<file path="config.mk">
export PLATFORM = sky130hd
export DESIGN_NAME = iesa_scan
export DESIGN_NICKNAME = d
export VERILOG_FILES = /design/src/sv/assert_macros.svh /design/src/sv/iesa_pkg.sv /design/src/sv/iesa_scan.sv
export SDC_FILE = /design/constraint.sdc
export NUM_CORES = 1
export LEC_CHECK = 0
export BUFFER_PORTS_ARGS = -buffer_cell sky130_fd_sc_hd__buf_4
export CORE_UTILIZATION = 45
export CTS_CLUSTER_SIZE = 28
export DETAILED_ROUTE_END_ITERATION = 12
export PLACE_DENSITY_LB_ADDON = 0.08
export SYNTH_ARGS = -nofsm -noshare
export SYNTH_HDL_FRONTEND = slang
export SYNTH_SLANG_ARGS = --single-unit
</file>
<file path="constraint.sdc">
create_clock -name i_clk -period 4.8 [get_ports i_clk]
set_clock_uncertainty 0.1 [all_clocks]
set_input_delay 0.24 -clock i_clk [delete_from_list [all_inputs] [get_ports i_clk]]
set_output_delay 0.24 -clock i_clk [all_outputs]
set_load 0.05 [all_outputs]
</file>
<file path="src/sv/assert_macros.svh">
// ----------------------------------------------------------------------------
// Assertion macros
// Concurrent assertion wrappers used by the allocator top level. Define NO_ASSERTIONS
// to compile every use to nothing.
// ----------------------------------------------------------------------------
`ifndef ASSERT_MACROS_SVH
`define ASSERT_MACROS_SVH

`ifndef NO_ASSERTIONS

// Same-cycle implication, disabled during reset
`define ASSERT_IMPLY(label, clk, rst_n, ante, cons, msg) \
    label: assert property (@(posedge clk) disable iff (!(rst_n)) (ante) |-> (cons)) \
        else $error(msg);

// Next-cycle implication, disabled during reset
`define ASSERT_NEXT(label, clk, rst_n, ante, cons, msg) \
    label: assert property (@(posedge clk) disable iff (!(rst_n)) (ante) |=> (cons)) \
        else $error(msg);

`else

`define ASSERT_IMPLY(label, clk, rst_n, ante, cons, msg)
`define ASSERT_NEXT(label, clk, rst_n, ante, cons, msg)

`endif

`endif

</file>
<file path="src/sv/iesa_pkg.sv">
// ----------------------------------------------------------------------------
// Interrupt event slot allocator package
// Widths, operation and status codes, and the structs shared by the slot RAM,
// the scan unit and the top level.
// ----------------------------------------------------------------------------
package iesa_pkg;

    // Table geometry
    localparam int SLOT_COUNT   = 96;
    localparam int SLOT_W       = 7;
    localparam logic [SLOT_W-1:0] SLOT_NIL  = SLOT_W'(SLOT_COUNT);
    localparam logic [SLOT_W-1:0] LAST_SLOT = SLOT_W'(SLOT_COUNT - 1);

    // Priority handling
    localparam int MAX_PRIORITY = 15;
    localparam int PRIO_W       = $clog2(MAX_PRIORITY + 1);
    localparam int PRIO_SHIFT   = 4;

    // Field widths
    localparam int OP_W       = 3;
    localparam int EVENT_W    = 9;
    localparam int REQ_PRIO_W = 8;
    localparam int HANDLER_W  = 16;
    localparam int CONTEXT_W  = 32;
    localparam int STATUS_W   = 3;
    localparam int PBYTE_W    = 8;

    // Operation codes
    localparam logic [OP_W-1:0] OP_REGISTER   = 3'd0;
    localparam logic [OP_W-1:0] OP_UNREGISTER = 3'd1;
    localparam logic [OP_W-1:0] OP_SET_PRIO   = 3'd2;
    localparam logic [OP_W-1:0] OP_LOOKUP     = 3'd3;
    localparam logic [OP_W-1:0] OP_DISPATCH   = 3'd4;

    // Status codes
    localparam logic [STATUS_W-1:0] STAT_OK        = 3'd0;
    localparam logic [STATUS_W-1:0] STAT_INVALID   = 3'd1;
    localparam logic [STATUS_W-1:0] STAT_EXISTS    = 3'd2;
    localparam logic [STATUS_W-1:0] STAT_NO_SLOT   = 3'd3;
    localparam logic [STATUS_W-1:0] STAT_NOT_FOUND = 3'd4;

    // One slot entry as held in the RAM
    typedef struct packed {
        logic [EVENT_W-1:0]   event_num;
        logic [PRIO_W-1:0]    prio;
        logic [HANDLER_W-1:0] handler;
        logic [CONTEXT_W-1:0] ctx;
    } t_entry;

    // RAM write request: full entry or priority only
    typedef struct packed {
        logic              en_all;
        logic              en_prio;
        logic [SLOT_W-1:0] addr;
        t_entry            data;
    } t_ram_wr;

    // Scan unit report
    typedef struct packed {
        logic              done;
        logic              found;
        logic [SLOT_W-1:0] idx;
        logic              free_vld;
        logic [SLOT_W-1:0] free_idx;
    } t_scan_res;

    // One result transaction
    typedef struct packed {
        logic [STATUS_W-1:0]  status;
        logic [SLOT_W-1:0]    slot;
        logic [PBYTE_W-1:0]   pbyte;
        logic [HANDLER_W-1:0] handler;
        logic [CONTEXT_W-1:0] ctx;
    } t_result;

endpackage

</file>
<file path="src/sv/iesa_scan.sv">
// ----------------------------------------------------------------------------
// Slot scan unit
// Walks the slot RAM from slot 0 upward, one read per cycle, and compares each
// entry against the key. Reports the first matching slot and the first free
// slot seen on the way.
// ----------------------------------------------------------------------------
module iesa_scan (
    input  logic                                  i_clk,
    input  logic                                  i_rst_n,
    input  logic                                  i_start,
    input  logic [iesa_pkg::EVENT_W-1:0]          i_key,
    input  logic [iesa_pkg::SLOT_COUNT-1:0]       i_used,
    input  logic [iesa_pkg::EVENT_W-1:0]          i_rd_event,
    output logic                                  o_rd_en,
    output logic [iesa_pkg::SLOT_W-1:0]           o_rd_addr,
    output iesa_pkg::t_scan_res                   o_res
);

    logic                          r_busy;
    logic                          r_issue;
    logic [iesa_pkg::SLOT_W-1:0]   r_rd_addr;
    logic                          r_cmp_vld;
    logic [iesa_pkg::SLOT_W-1:0]   r_cmp_addr;
    iesa_pkg::t_scan_res           r_res;
    logic                          w_hit;
    logic                          w_free;
    logic                          w_last;

    // Compare the entry whose read data just arrived
    always_comb begin
        w_hit  = r_cmp_vld && i_used[r_cmp_addr] && (i_rd_event == i_key);
        w_free = r_cmp_vld && !i_used[r_cmp_addr];
        w_last = r_cmp_vld && (r_cmp_addr == iesa_pkg::LAST_SLOT);
    end

    // Issue reads, track first free slot, stop on first match or last slot
    always_ff @(posedge i_clk) begin
        if (!i_rst_n) begin
            r_busy     <= 1'b0;
            r_issue    <= 1'b0;
            r_rd_addr  <= '0;
            r_cmp_vld  <= 1'b0;
            r_cmp_addr <= '0;
            r_res      <= '0;
        end else if (i_start) begin
            r_busy         <= 1'b1;
            r_issue        <= 1'b1;
            r_rd_addr      <= '0;
            r_cmp_vld      <= 1'b0;
            r_res.done     <= 1'b0;
            r_res.found    <= 1'b0;
            r_res.idx      <= iesa_pkg::SLOT_NIL;
            r_res.free_vld <= 1'b0;
            r_res.free_idx <= iesa_pkg::SLOT_NIL;
        end else if (r_busy) begin
            if (w_free && !r_res.free_vld) begin
                r_res.free_vld <= 1'b1;
                r_res.free_idx <= r_cmp_addr;
            end
            if (w_hit || w_last) begin
                // report and go idle
                r_busy     <= 1'b0;
                r_issue    <= 1'b0;
                r_cmp_vld  <= 1'b0;
                r_res.done <= 1'b1;
                if (w_hit) begin
                    r_res.found <= 1'b1;
                    r_res.idx   <= r_cmp_addr;
                end
            end else begin
                r_cmp_vld  <= r_issue;
                r_cmp_addr <= r_rd_addr;
                if (r_issue) begin
                    if (r_rd_addr == iesa_pkg::LAST_SLOT) begin
                        r_issue <= 1'b0;
                    end else begin
                        r_rd_addr <= r_rd_addr + 1'b1;
                    end
                end
            end
        end else begin
            r_res.done <= 1'b0;
        end
    end

    assign o_rd_en   = r_busy && r_issue;
    assign o_rd_addr = r_rd_addr;
    assign o_res     = r_res;

endmodule

</file>
==> metrics.yaml <==
clocking:
  clk_latency_ns: 0.29
  cts_buffers: 5
  cts_setup_buffers: 0
  hold_buffers: 0
  cts_root_buf: "clkbuf_8"
  cts_htree_levels: 2
  cts_max_path_buffers: 2
  cts_tree: "built"
  cts.clk_slew.worst_paths_ns: 0.07
  cts_resized: 0
  cts_sinks: 34
timing:
  maxSlewViolCount: 0
  hold_violations: 0
  relSlewSlack_pct: 42.6
  clock.fmax_mhz: 303
  worst_pin_slew_ns: 0.859
  timing.final.crit_period_ns: 3.30
  finalCritPeriodShare_pct: 68.8
  setup_violations: 0
  fin_setup_tns_ns: 0
  rsz0062_at_grt: "false"
synthesis:
  synth_seq_area_share_pct: 28.2
  synth_compound_area_share_pct: 11.3
  ys.flop_type: "dfxtp_1"
  synthAdderAreaFrac_pct: 0.519
  synth_seq_cells: 34
  synth_area_um2: 2410
  yosysWarnings: 0
  syn_inst: 247
  async_flop_share_pct: 0
  synthMuxAreaShare_pct: 32.7
  synth_cell_types: 52
  syn-num-nets: 365
  synth_top_family_by_area: "multiplexers"
  synth_edf_count: 0
  synthSimpleGateAreaFrac_pct: 17.2
  synth_xor_area_share_pct: 4.36
  synth_area_per_cell_um2: 9.76
cells_and_area:
  layout-drive-gt1-share_pct: 47.6
  regArea_um2: 682
  stdcell_count: 450
  finalCoreUtilization_pct: 69.6
  fill_cells: 446
  area_growth_pct: 48.5
  antenna_cells: 0
  num-nets-final: 497
  multi_input_area_um2: 1590
pwr:
  pwr-share-clk_pct: 37.0
  total_leakage_power_nw: 1.50
  combPwrFrac_pct: 21.0
  ir_drop_uv: 195
  internal-power_w: 0.000533
  p_sw_share_pct: 23.2
  pwr_density_cell_nw_per_um2: 194
  pwr-share-seq_pct: 42.0
  power_switching_w: 0.000161
  p_total_w: 0.000694
die:
  die-width_um: 75.2
  rows: 26
  die_area_um2: 5650
  coreArea_um2: 5140
  ios: 142
  die_h_um: 75.2
  initial_utilization_pct: 46.9
placed_design:
  port_buffers: 141
  gp_congestion: 0.789
  post-dp-hpwl_mm: 5.53
  placed_cells: 442
route:
  ant_nets: 0
  drc: 0
  drtIter0Drc: 116
  vias: 2444
  drtPass1Iterations: 4
  viasPerCell: 5.43
  wire_per_inst_um: 15.6
  wl_mm: 7.03
setup_path:
  path_class: "flip-flop to flip-flop"
  cp.required_ns: 4.92
  critPathMaxFanout: 25
  crit_arrival_ns: 3.42
  start_kind: "flip-flop"
  end_kind: "flip-flop"
worst_hold_path:
  hp-class: "input port to flip-flop"
global_route:
  grt.total_usage_pct: 23.9
  antenna_found_initial: 0
  grt-ovfl-total: 0
  grt_pass1_wl_mm: 10.1
  grt_max_degree: 26
  grt_pass1_vias: 2185
flow_run:
  drv_cap: 0
status:
  status: "finished, final reports clean"
worst max-delay path, stage by stage, from the launching register on:
cell and delay [ns]:
dfxtp_1 0.88, mux4_1 0.39, and2_1 0.18, a2111oi_2 0.32
a2bb2oi_1 0.27, o21ai_2 0.18, a21o_1 0.26, nor3b_1 0.22
buf_4 0.22, mux2i_1 0.21
power by group through the flow:
| stage | clock network, W | logic (W) | registers [W] |
|---|---|---|---|
| detailed placement | 0 | 0.000146 | 0.000298 |
| floorplan | 0 | 0.0000526 | 0.000305 |
| CTS | 0.000263 | 0.000146 | 0.000291 |
| global route | 0.000277 | 0.000156 | 0.000292 |
| finish | 0.000257 | 0.000146 | 0.000291 |
| global placement | 0 | 0.000144 | 0.000298 |
final cells by class:
class                           count  share of cell area, %
Clock buffer                        5                   1.92
Clock inverter                      3                   1.12
Inverter                            7                  0.734
Multi-Input combinational cell    187                   44.5
Sequential cell                    34                   19.0
Tap cell                           70                   2.45
Timing Repair Buffer              144                   30.2
flip-flops by register name, summed over array words and instances (netlist names):
signal / cells
o_rd_addr: 7
o_res: 17
r_busy: 1
r_cmp_addr: 7
r_cmp_vld: 1
r_issue: 1
routing by layer:
layer	global-route usage (%)	vias to the layer above	share of wire, %
met5	0	-	0
li1	-	1180	-
met1	30.9	1172	41
met3	4.02	9	7.3
met4	7.20	0	1.3
met2	41.0	83	50
worst paths after layout:
kind / slack, ns / endpoint / depth (start not counted) / from
worst min-delay path: 0.16 / o_res[14]$_SDFFE_PN0P_ / 2 / i_start
worst max register to register: 1.50 / r_cmp_addr[2]$_SDFFE_PN0P_ / 9 / r_cmp_addr[1]$_SDFFE_PN0P_
worst max-delay path: 1.50 / r_cmp_addr[2]$_SDFFE_PN0P_ / 9 / r_cmp_addr[1]$_SDFFE_PN0P_
worst min register to register: 0.35 / o_res[15]$_SDFFE_PP0P_ / 2 / o_res[15]$_SDFFE_PP0P_
stage by stage:
stage / hold WS [ns] / setup slack, ns / cell area (um2)
2_1_floorplan: 0.289 / 2.08 / 2410
3_3_place_gp: 0.343 / 1.56 / 3470
5_1_grt: 0.153 / 1.27 / 3580
3_5_place_dp: 0.338 / 1.54 / 3470
4_1_cts: 0.146 / 1.51 / 3580
6_report: 0.157 / 1.50 / 3580
synthesized netlist by cell type (2+ instances only):
master / number / area share (%)
buf_2: 2 / 0.42
o21a_1: 2 / 0.62
nor2b_1: 6 / 1.6
mux4_2: 19 / 18
mux2i_1: 30 / 12
clkbuf_2: 3 / 0.62
nand4_1: 4 / 1.0
dfxtp_1: 34 / 28
mux2_2: 3 / 1.4
nor3b_1: 2 / 0.62
xnor2_1: 12 / 4.4
a22oi_1: 2 / 0.62
nor2_1: 21 / 3.3
a21oi_1: 6 / 1.2
nand2b_1: 3 / 0.78
nor3_1: 5 / 1.0
nand2_1: 33 / 5.1
buf_6: 2 / 0.93
nand3_1: 5 / 1.0
o31ai_1: 2 / 0.62
a211oi_1: 2 / 0.62
clkbuf_1: 7 / 1.1
o311a_1: 3 / 1.2
inv_1: 7 / 1.1
a31oi_1: 2 / 0.52
buf_4: 2 / 0.62
and2_1: 2 / 0.52
or3_1: 2 / 0.52
cells in the final DEF, fill, tap and decap left out, types with 2 or more instances in the layout:
cell type	synthesis	final
a211oi_1	2	2
a21oi_1	6	6
a22oi_1	2	2
a31oi_1	2	2
and2_1	2	2
buf_4	2	144
clkbuf_8	0	5
clkinv_2	0	2
dfxtp_1	34	33
inv_1	7	7
mux2_2	3	3
mux2i_1	30	30
mux4_2	19	19
nand2_1	33	33
nand2b_1	3	3
nand3_1	5	5
nand4_1	4	4
nor2_1	21	21
nor2b_1	6	6
nor3_1	5	5
nor3b_1	2	2
o21a_1	2	2
o311a_1	3	3
o31ai_1	2	2
or3_1	2	2
xnor2_1	12	12
logic make-up after synthesis:
group / count (synthesis)
AOI/OAI and AO/OA: 34
muxes: 53
adders and majority gates: 1
buffers and inverters: 26
xor gates and xnor gates: 12
DFF: 34
and+or+nand+nor: 87
Power figures use the tool's default switching activity.
